## src/hw/rtl/gbts_pkg.sv

```systemverilog
`default_nettype none
// ----------------------------------------------------------------------------
// gbts_pkg
// Shared types and constants of the gap buffer text store.
// ----------------------------------------------------------------------------
package gbts_pkg;

	localparam int CAPACITY = 4096;
	localparam int ADDR_W   = $clog2(CAPACITY);
	localparam int FIELD_W  = 13;

	localparam logic [FIELD_W-1:0] CAP_LEN = FIELD_W'(CAPACITY);

	localparam logic [1:0] ACT_INSERT = 2'd0;
	localparam logic [1:0] ACT_REMOVE = 2'd1;
	localparam logic [1:0] ACT_READ   = 2'd2;

	localparam logic [1:0] ST_DONE  = 2'd0;
	localparam logic [1:0] ST_RANGE = 2'd1;
	localparam logic [1:0] ST_FULL  = 2'd2;

	typedef struct packed {
		logic [1:0]         action;
		logic [FIELD_W-1:0] position;
		logic [7:0]         char_in;
		logic [FIELD_W-1:0] amount;
	} req_t;

	typedef struct packed {
		logic [1:0]         status;
		logic [7:0]         char_out;
		logic [FIELD_W-1:0] current_length;
	} rsp_t;

	// Commands from the controller to the datapath.
	typedef struct packed {
		logic       load;
		logic       step;
		logic       rd_issue;
		logic       apply_ins;
		logic       apply_rem;
		logic       emit;
		logic       emit_char;
		logic [1:0] emit_status;
	} ctl_t;

	// Status from the datapath to the controller.
	typedef struct packed {
		logic [1:0] action;
		logic       pos_gt_len;
		logic       pos_ge_len;
		logic       len_full;
		logic       gap_at_pos;
	} sts_t;

endpackage
`default_nettype wire

```

## src/hw/rtl/gbts_ctrl.sv

```systemverilog
`default_nettype none
// ----------------------------------------------------------------------------
// gbts_ctrl
// Controller: checks each command word; for an insert or remove walks the gap
// to the edit point one byte per cycle and applies the edit; issues the result.
// ----------------------------------------------------------------------------
module gbts_ctrl
	import gbts_pkg::*;
(
	input  wire logic clk,
	input  wire logic arst_n,
	input  wire logic start,
	input  wire sts_t sts,
	output ctl_t      ctl,
	output logic      busy
);

	typedef enum logic [2:0] {
		S_IDLE,
		S_EVAL,
		S_MOVE,
		S_APPLY,
		S_RESP,
		S_RDWAIT
	} state_t;

	state_t state_q;
	state_t state_d;
	logic   busy_q;

	always_comb begin
		state_d = state_q;
		ctl     = '0;
		unique case (state_q)
			S_IDLE: begin
				if (start) begin
					ctl.load = 1'b1;
					state_d  = S_EVAL;
				end
			end
			S_EVAL: begin
				unique case (sts.action)
					ACT_INSERT: begin
						if (sts.pos_gt_len) begin
							ctl.emit        = 1'b1;
							ctl.emit_status = ST_RANGE;
							state_d         = S_IDLE;
						end else if (sts.len_full) begin
							ctl.emit        = 1'b1;
							ctl.emit_status = ST_FULL;
							state_d         = S_IDLE;
						end else begin
							state_d = S_MOVE;
						end
					end
					ACT_REMOVE: begin
						if (sts.pos_ge_len) begin
							ctl.emit        = 1'b1;
							ctl.emit_status = ST_RANGE;
							state_d         = S_IDLE;
						end else begin
							state_d = S_MOVE;
						end
					end
					ACT_READ: begin
						if (sts.pos_ge_len) begin
							ctl.emit        = 1'b1;
							ctl.emit_status = ST_RANGE;
							state_d         = S_IDLE;
						end else begin
							ctl.rd_issue = 1'b1;
							state_d      = S_RDWAIT;
						end
					end
					default: begin
						ctl.emit        = 1'b1;
						ctl.emit_status = ST_RANGE;
						state_d         = S_IDLE;
					end
				endcase
			end
			S_MOVE: begin
				// The cycle that finds the gap in place lets the last copy write land.
				if (!sts.gap_at_pos) begin
					ctl.step = 1'b1;
				end else begin
					state_d = S_APPLY;
				end
			end
			S_APPLY: begin
				ctl.apply_ins = sts.action == ACT_INSERT;
				ctl.apply_rem = sts.action != ACT_INSERT;
				state_d       = S_RESP;
			end
			S_RESP: begin
				ctl.emit        = 1'b1;
				ctl.emit_status = ST_DONE;
				state_d         = S_IDLE;
			end
			S_RDWAIT: begin
				ctl.emit        = 1'b1;
				ctl.emit_char   = 1'b1;
				ctl.emit_status = ST_DONE;
				state_d         = S_IDLE;
			end
			default: begin
				state_d = S_IDLE;
			end
		endcase
	end

	always_ff @(posedge clk or negedge arst_n) begin
		if (!arst_n) begin
			state_q <= S_IDLE;
			busy_q  <= 1'b0;
		end else begin
			state_q <= state_d;
			busy_q  <= state_d != S_IDLE;
		end
	end

	assign busy = busy_q;

endmodule
`default_nettype wire

```

## config.mk

```make
export PLATFORM = sky130hd
export DESIGN_NAME = gbts_ctrl
export DESIGN_NICKNAME = d
export VERILOG_FILES = /design/src/hw/rtl/gbts_pkg.sv /design/src/hw/rtl/gbts_ctrl.sv
export SDC_FILE = /design/constraint.sdc
export NUM_CORES = 1
export LEC_CHECK = 0
export BUFFER_PORTS_ARGS = -buffer_cell sky130_fd_sc_hd__buf_2
export CAP_MARGIN = 15
export CORE_AREA = 3 3 40 42
export CTS_CLUSTER_SIZE = 20
export DETAILED_ROUTE_END_ITERATION = 8
export DIE_AREA = 0 0 43 45
export SLEW_MARGIN = 0
export SYNTH_ARGS = -nofsm -noshare
export SYNTH_HDL_FRONTEND = slang
export SYNTH_SLANG_ARGS = --single-unit
```

## constraint.sdc

```tcl
create_clock -name clk -period 1.84 [get_ports clk]
set_input_delay 0.368 -clock clk [delete_from_list [all_inputs] [get_ports clk]]
set_output_delay 0.368 -clock clk [all_outputs]
set_load 0.005 [all_outputs]
```

# Yosys cells after proc, flatten, opt, wreduce, memory -nomap -nowiden
# Cells that the tools add are included.
op_classes:
  n_reduce_logical: 6
  n_mux: 27
  n_eq_ne: 7
ops:
  columns: ["cell", "count"]
  rows:
  - ["$mux 2", 7]
  - ["$mux 1", 12]
  - ["$pmux 3 s4", 1]
  - ["$mux 3", 3]
  - ["$pmux 3 s3", 1]
  - ["$eq 3x2->1 const B", 2]
  - ["$eq 3x3->1 const B", 2]
  - ["$pmux 1 s2", 2]
  - ["$pmux 2 s2", 1]
  - ["$reduce_or 2->1", 2]
  - ["$eq 3x1->1 const B", 1]
  - ["$logic_not 3->1", 1]
  - ["$reduce_bool 3->1", 1]
  - ["$eq 2x1->1 const B", 1]
  - ["$eq 2x2->1 const B", 1]
  - ["$logic_not 2->1", 1]
  - ["$reduce_bool 2->1", 1]
word_totals:
  register_bits: 4
  elab_cells: 42
  output_inout_bits: 10

# Longest topological paths before layout
# Gate-level depths: netlist of the first run.
logic_depth:
  word_depth: 5
  ltp_mapped: 5
  ltp_nobuf: 5

# Worst setup path before layout of the first run
# No wires, ideal clock.
synth_path:
  path_kind: "register to output"
  start: "reg state_q[2]"
  end: "out ctl[1] (netlist bit)"
  arrival_time_ns: 1.223
  setup_slack_ns: 0.249
  required_ns: 1.472
  stages_incl_launch_ff: 5
  cell_sequence: "dfrtp_1 buf_6 or3b_1 or2_4 nor2_1"
synth_lines:
  columns: ["element", "line_no", "source"]
  rows:
  - ["start, declared", "gbts_ctrl.sv:27", "state_t state_q;"]
  - ["start signal, assigned", "gbts_ctrl.sv:117", "state_q <= state_d;"]
  - ["end, declared", "gbts_ctrl.sv:14", "output ctl_t ctl,"]

==> metrics.txt, run 1 <==
outcome finished, final reports clean; end of the worst register-to-register path state_q[1]; pre-CTS worst setup slack 0.08421 ns; DP HPWL 678.6 um; minimum clock period 1.800 ns; Reg2Reg Launch Point state_q[1]; worst path bufs/invs 1; Area Growth Syn to Fin 48.80%; Top delay family on crit path simple AND/OR/NAND/NOR gates; Cell Count, Final, Fillers Out 84; arrival time at the worst endpoint 1.43 ns; Max VDD drop 0.3378 mV; I/O Buffers 18; CTS root buf clkbuf_4; CTS max path bufs 2; fill cell count 152; die height 45 um; Hold Path Class input port to asynchronous set/reset pin; Leakage 0.2918 nW; Mean Syn Cell Area 8.669 um^2; TritonCTS clock tree done; hold slack 0.4729 ns; layout net count 84; CP Max Fanout 2; GR Util All Layers 0.09023; Final Max Tran Viols 0; Synth Instances 42; clk_lat worst skew 0.22 ns; Starting Density 0.2833; Final GP Congestion 0.6979; Crit path largest cell delay 0.40 ns; GRT overflow 0; clk sinks 4; Placed Cells 77; final WL 820 um; clk_skew 0.0004431 ns; worst-path cell chain or3b_4, or2_4, nor2_1, buf_2; antenna viol nets, final 0; unrepaired setup endpoints after global routing yes; first-pass GRT wire length 1.366 mm; Tcrit/Tclk final 0.9783; Setup CP Type flip-flop to output pin; core area 1285 um^2; Slowest-stage cell, CP or3b_4; sequential area share after synthesis 0.2749; Die Area 1935 um^2; Cell Pwr Density 959.7 nW/um^2; Seq cells post-synth 4; IO Count 19; Post-Syn Area 364.1 um^2; R2R cell count 5; Storage cell area 100.1 um^2; syn_nets 55; final setup margin 0.03990 ns; H-Tree Depth 1; Final Hold Fails 0; total iterations of the first detailed-routing run 3; largest cells by area after synthesis dfrtp_1 27%, ha_1 14%, a21oi_1 5.5%; Slew headroom 0.8282; vias in the first global route 366; Final TNS setup 0 ns; leading area contributor after synthesis dfrtp_1; FP Rows 13; max_cap viols 0; Worst R2R Setup Slack 0.35 ns; ratio of cells with drive above 1 in the final layout 0.4493; count of different cell masters after synthesis 22; largest net degree at the start of global routing 10; initial antenna violation count 0; CTS Buf Count 3; final setup fails 0; fin util 0.4216; startpoint types flip-flop; DR WL/cell 9.762 um; Slew @ Worst Pin 0.2572 ns; # DRC 0; Die X-Extent 43 um; WP data required 1.47 ns; area of the multi-input gates 240.2 um^2; vias per std cell 4.655; ANT cells 0; Ys Warns 0; Clock transition at path regs 0.03 ns; critical path endpoint category output pin; First DRT Iteration DRCs 5; Max Fclk 555.5 MHz; Critical Path Source state_q[1]; Yosys top cell area share 0.2749; vias post-DR 391
[worst max-delay path by stage]
stage	end	slack (ns)	depth (start not counted)
6_report	ctl[1]	0.04	4
5_1_grt	ctl[1]	-0.03	4
4_1_cts	ctl[1]	0.01	4
3_5_place_dp	ctl[3]	0.08	7
3_3_place_gp	ctl[3]	0.1	7
2_1_floorplan	ctl[1]	0.25	4
[layer usage]
metal / share of wire / GRT usage / vias to the layer above
met3: 0.061 / 0.01195 / 0
met1: 0.46 / 0.1144 / 175
met5: 0 / 0 / -
li1: - / - / 205
met4: 0 / 0.03614 / 0
met2: 0.47 / 0.1557 / 11
[registers in the layout (all words and copies together), names as in the netlist]
| register | cells |
|---|---|
| state_q | 3 |
| busy | 1 |
[Yosys cell counts, drive strengths merged]
library cell / n
nand2: 1
or2: 1
o21ai: 1
nor3b: 2
or3b: 1
nor4b: 1
inv: 4
ha: 4
mux2i: 1
and2b: 1
nor2: 5
a21oi: 4
buf: 1
nor4: 2
dfrtp: 4
o32ai: 2
nand3b: 1
or2b: 1
and3: 2
o21a: 2
o22ai: 1
[cells by family (layout without fill, tap and decap cells)]
logic type,Yosys count,after routing,share of synthesized area
fa+ha+maj,4,4,0.1375
buf+inv,5,32,0.07215
simple gates,18,18,0.3127
compound gates,10,10,0.1753
mux,1,1,0.02749
flops,4,4,0.2749
[layout by cell type (no fill, tap or decap), types with 2 or more instances in the layout]
cell type	synthesis	routed
inv_1	4	4
o21a_1	2	2
nor2_1	5	5
o32ai_1	2	2
buf_2	0	18
nor3b_1	2	2
dfrtp_1	4	4
buf_4	0	6
nor4_1	2	2
ha_1	4	4
clkbuf_4	0	3
a21oi_1	4	4
[where the power goes]
group / leakage, nW / total (W) / internal (W) / switching [W]
registers: 0.0519 / 0.000126 / 0.000117 / 0.00000929
logic: 0.226 / 0.000293 / 0.000160 / 0.000133
clock network: 0.0138 / 0.000101 / 0.0000725 / 0.0000286
total: 0.292 / 0.000520 / 0.000349 / 0.000171
[layout make-up]
cell class              count  area share
clock buffers               3     0.04157
inverters                   4     0.02771
multi-input cells          33      0.4434
flip-flops and latches      4      0.1848
well taps                  15     0.03464
repair buffers             25      0.2679
[per-stage QoR]
step	instance area [um^2]	power [W]
final	541.8	0.0005199
after global routing	541.8	0.0005680
after CTS	526.8	0.0005019
after detailed placement	484.2	0.0003726
after global placement	484.2	0.0003740
after floorplan	364.1	0.0002734
[repair_timing]
action,in CTS,in global routing
resized for setup,1,0
endpoints found under the hold margin,4,0
setup endpoints to repair,1,1
pin swaps,1,3
hold buffers,1,0
setup buffers,1,2
No activity file was read; power rests on OpenSTA's default activity.
==> inputs of run 2 (changes only) <==
Settings changed: GPL_TIMING_DRIVEN set to 0.
==> metrics.txt, run 2 (same netlist as run 1, synthesis figures left out) <==
outcome finished, final reports clean; CTS max path bufs 2 (unchanged); Slew headroom 0.8372 (+0.009058); Final GP Congestion 0.6964 (-0.21%); switching fraction of total power 0.3451 (+0.01687); initial antenna violation count 0 (unchanged); Crit path largest cell delay 0.41 ns (about the same); First DRT Iteration DRCs 5 (unchanged); clk_skew 0.006218 ns (+0.005774 ns); Comb pwr share 0.529 (-0.034); final setup margin 0.01047 ns (-0.02943 ns); DP HPWL 638.1 um (-6.0%); Cell Count, Final, Fillers Out 82 (-2.4%); Leakage 0.2822 nW (-3.3%); Die Area 1935 um^2 (unchanged); total iterations of the first detailed-routing run 4 (+1); # DRC 0 (unchanged); switching power total 0.0001734 W (+1.6%); Max Fclk 546.6 MHz (-1.6%); Setup CP Type flip-flop to output pin; Area Growth Syn to Fin 45.02%; Cell Area, Placed 473.0 um^2 (-2.3%); Slew @ Worst Pin 0.2407 ns (-0.01642 ns); minimum clock period 1.830 ns (+0.02943 ns); ANT cells 0 (unchanged); first-pass GRT wire length 1.428 mm (+4.5%); Flop pwr share 0.259 (+0.017); Cell Pwr Density 951.9 nW/um^2 (-0.81%); DR WL/cell 10.67 um (+9.3%); worst-path cell chain or3b_4, or2_4, nor2_1, buf_2; Slowest-stage cell, CP or3b_4; CP Max Fanout 3 (+1); FP Rows 13 (unchanged); Starting Density 0.2833 (unchanged); IO Count 19 (unchanged); pre-CTS worst setup slack 0.09534 ns (+0.01113 ns); unrepaired setup endpoints after global routing yes; Final Hold Fails 0 (unchanged); GR Util All Layers 0.09691 (+0.006683); fin util 0.4109 (-0.01071); final WL 875 um (+6.7%); Biggest register state_q; post-route cell area 528.0 um^2 (-2.5%); GRT overflow 0 (unchanged); Tcrit/Tclk final 0.9943 (+0.01599); arrival time at the worst endpoint 1.46 ns (+0.03 ns); Hold Path Class input port to asynchronous set/reset pin; H-Tree Depth 1 (unchanged); Placed Cells 75 (-2.6%); vias per std cell 4.598 (-1.2%); CTS Buf Count 3 (unchanged); Tot Pwr 0.0005026 W (-3.3%); I/O Buffers 18 (unchanged); Max VDD drop 0.3004 mV (-11%); vias post-DR 377 (-3.6%); TritonCTS clock tree done; most common cell after layout, fill and taps aside buf_2; Largest register FFs 3 (unchanged); critical path endpoint category output pin; ratio of cells with drive above 1 in the final layout 0.4478 (-0.001514); core area 1285 um^2 (unchanged); most frequent cells in the layout 18 x buf_2, 5 x nor2_1; Die X-Extent 43 um (unchanged); layout net count 82 (-2.4%); startpoint types flip-flop; Final Max Tran Viols 0 (unchanged); antenna viol nets, final 0 (unchanged); WP data required 1.47 ns (about the same); Clock transition at path regs 0.04 ns (about the same); vias in the first global route 360 (-1.6%); internal power 0.0003292 W (-5.8%); worst path bufs/invs 1 (unchanged); largest net degree at the start of global routing 10 (unchanged); clk_lat worst skew 0.23 ns (about the same); Clock Power Share 0.212 (+0.018); clk sinks 4 (unchanged); Top delay family on crit path simple AND/OR/NAND/NOR gates; final setup fails 0 (unchanged); CTS root buf clkbuf_4; max_cap viols 0 (unchanged); die height 45 um (unchanged)
[run 2: changes by cell type in the layout (fill, tap and decap cells not counted)]
| cell | delta |
|---|---|
| buf_4 | -2 |
| dfrtp_1 | -1 |
| dfrtp_2 | +1 |
[run 2: final cells by class]
class                           count  area (um^2)
Fill cell                         137        757.0
Multi-Input combinational cell     33        240.2
Timing Repair Buffer               23        130.1
Sequential cell                     4        101.3
Clock buffer                        3        22.52
Tap cell                           15        18.77
Inverter                            4        15.01
[run 2: timing repair]
item / 4_1_cts / 5_1_grt
endpoints found under the setup margin: 1 / 1
pin swaps: 2 / 3
endpoints found under the hold margin: 4 / 0
resized for setup: 2 / 0
gates cloned: 0 / 0
hold buffers: 1 / 0
buffers inserted: 4 / 0
[run 2: metal layers]
metal  wire length [um]  up-vias  GRT usage
met5                  0        -          0
met1                378      162     0.1192
met3                 66        0          0
met4                  0        0    0.07229
li1                   -      202          -
met2                430       13     0.1647
[run 2: final timing paths]
check / slack [ns] / start / end / cells after the start
max: 0.01 / state_q[2] / ctl[1] / 4
max reg2reg: 0.42 / state_q[2] / busy / 4
min: 0.46 / arst_n / state_q[0] / 2
max in group asynchronous: 1.25 / arst_n / state_q[1] / 2
min in group clk: 0.48 / sts[2] / state_q[0] / 3
min reg2reg: 0.59 / state_q[0] / state_q[1] / 2
[run 2: power by group through the flow]
stage	clock network (W)	registers (W)	logic, W
floorplan	0	0.000142	0.000131
global placement	0	0.000146	0.000206
detailed placement	0	0.000146	0.000205
CTS	0.000109	0.000129	0.000274
global route	0.000120	0.000132	0.000295
finish	0.000107	0.000130	0.000266
[run 2: per-stage QoR]
stage,hold slack [ns],setup TNS [ns]
finish,0.4629,0
global route,0.4697,-0.03401
CTS,0.4697,-0.05482
detailed placement,0.1746,0
global placement,0.1731,0
floorplan,0.07241,0
[run 2: worst register-to-register path: stages, from the launching register on]
cell,delay (ns)
dfrtp_1,0.38
or3b_4,0.41
or2_4,0.24
buf_4,0.14
o22ai_1,0.17
==> inputs of run 3 (changes only) <==
Clock period 1.84 ns to 1.7 ns, I/O delays scaled along.
==> metrics.txt, run 3 (same netlist as run 1, synthesis figures left out) <==
max_cap viols 0 (unchanged); worst-path cell chain or3b_4, or2_4, nor2_1, buf_2; ANT cells 0 (unchanged); arrival time at the worst endpoint 1.46 ns (about the same); minimum clock period 1.804 ns; Worst R2R Setup Slack 0.28 ns (-0.14 ns); Crit path largest cell delay 0.41 ns (about the same); CP Max Fanout 3 (unchanged); Biggest register state_q; layout net count 82 (unchanged); die height 45 um (unchanged); ratio of cells with drive above 1 in the final layout 0.4776 (+0.02985); Max Fclk 554.3 MHz; largest net degree at the start of global routing 10 (unchanged); Hold Path Class input port to asynchronous set/reset pin; clk_lat worst skew 0.23 ns (about the same); Die X-Extent 43 um (unchanged); clk sinks 4 (unchanged); IO Count 19 (unchanged); unrepaired setup endpoints after global routing yes; most frequent cells in the layout 18 x buf_2, 5 x nor2_1, 4 x inv_1, 4 x ha_1, 4 x buf_4; vias per std cell 4.720 (+2.7%); fin util 0.4187 (+0.007789); Slowest-stage cell, CP or3b_4; Max VDD drop 0.3270 mV (+8.8%); switching fraction of total power 0.3508 (+0.005665); vias in the first global route 360 (unchanged); CTS Buf Count 3 (unchanged); vias post-DR 387 (+2.7%); pre-CTS worst setup slack 0.01134 ns (-0.08400 ns); TritonCTS clock tree done; internal power 0.0003584 W (+8.9%); CTS max path bufs 2 (unchanged); clk_skew 0.005769 ns (-0.0004487 ns); Clock Power Share 0.208 (-0.004); final setup margin -0.1039 ns (-0.1144 ns); final WL 901 um (+3.0%); core area 1285 um^2 (unchanged); GRT overflow 0 (unchanged); Tot Pwr 0.0005521 W (+9.8%); FP Rows 13 (unchanged); DR WL/cell 10.99 um (+3.0%); Flop pwr share 0.256 (-0.003); GR Util All Layers 0.09691 (unchanged); Largest register FFs 3 (unchanged); switching power total 0.0001937 W (+12%); final setup fails 1 (+1); Slew @ Worst Pin 0.2409 ns (+0.0001215 ns); post-route cell area 538.0 um^2 (+1.9%); startpoint types flip-flop; CTS root buf clkbuf_4; failing checks negative setup slack; critical path endpoint category output pin; Die Area 1935 um^2 (unchanged); Setup CP Type flip-flop to output pin; fill cell count 137 (unchanged); First DRT Iteration DRCs 3 (-2); Area Growth Syn to Fin 47.77%; Final Hold Fails 0 (unchanged); initial antenna violation count 0 (unchanged); outcome complete, but fails checks; Starting Density 0.2833 (unchanged); Clock transition at path regs 0.04 ns (about the same); Final GP Congestion 0.6964 (unchanged); Tcrit/Tclk final 1.061; Cell Area, Placed 473.0 um^2 (unchanged); I/O Buffers 18 (unchanged); Final Max Tran Viols 0 (unchanged); Final TNS setup -0.1039 ns (-0.1039 ns); most common cell after layout, fill and taps aside buf_2; H-Tree Depth 1 (unchanged); # DRC 0 (unchanged); Comb pwr share 0.536 (+0.007); antenna viol nets, final 0 (unchanged); first-pass GRT wire length 1.428 mm (unchanged); Leakage 0.2832 nW (+0.35%); Cell Pwr Density 1026 nW/um^2 (+7.8%); DP HPWL 638.1 um (unchanged); WP data required 1.36 ns (-0.11 ns); Slew headroom 0.8372 (about the same); total iterations of the first detailed-routing run 2 (-2)
-- run 3: worst paths after layout --
| path | start | cells after the start | endpoint |
|---|---|---|---|
| min in group clk | start | 3 | busy |
| max in group asynchronous | arst_n | 2 | state_q[1] |
| setup / recovery | state_q[2] | 4 | ctl[1] |
| setup reg to reg | state_q[2] | 4 | busy |
| hold reg to reg | state_q[0] | 2 | state_q[1] |
| hold / removal | arst_n | 2 | state_q[0] |
-- run 3: stage by stage --
stage | std cells | hold slack [ns]
floorplan | 42 | 0.04441
global placement | 75 | 0.1451
detailed placement | 75 | 0.1466
CTS | 83 | 0.4417
global route | 82 | 0.4417
finish | 82 | 0.4352
-- run 3: worst max-delay path: cells and delay by family (launching register included) --
family                 cells  cell delay, ns
flip-flops                 1            0.39
AND/OR/NAND/NOR            3            0.74
buffers and inverters      1            0.11
-- run 3: per-layer routing --
metal | part of all wire | track usage
met4 | 0 | 0.07229
met5 | 0 | 0
met2 | 0.49 | 0.1647
met1 | 0.44 | 0.1192
met3 | 0.067 | 0
-- run 3: timing repair --
action	CTS	global route
setup buffers	4	0
resized for setup	3	1
hold buffers	1	0
setup endpoints to repair	3	5
hold endpoints to repair	4	0
pin swaps	2	4
-- run 3: layout make-up --
cell class | count | area (um^2) | share of cell area
inverters | 4 | 15.01 | 0.02791
multi-input cells | 33 | 250.2 | 0.4651
well taps | 15 | 18.77 | 0.03488
clock buffers | 3 | 22.52 | 0.04186
repair buffers | 23 | 130.1 | 0.2419
flip-flops and latches | 4 | 101.3 | 0.1884
-- run 3: power groups by stage --
stage / registers, W / clock network [W] / logic [W]
after floorplan: 0.000154 / 0 / 0.000142
after global placement: 0.000158 / 0 / 0.000223
after detailed placement: 0.000158 / 0 / 0.000221
after CTS: 0.000140 / 0.000118 / 0.000298
after global routing: 0.000143 / 0.000130 / 0.000327
final: 0.000141 / 0.000115 / 0.000296
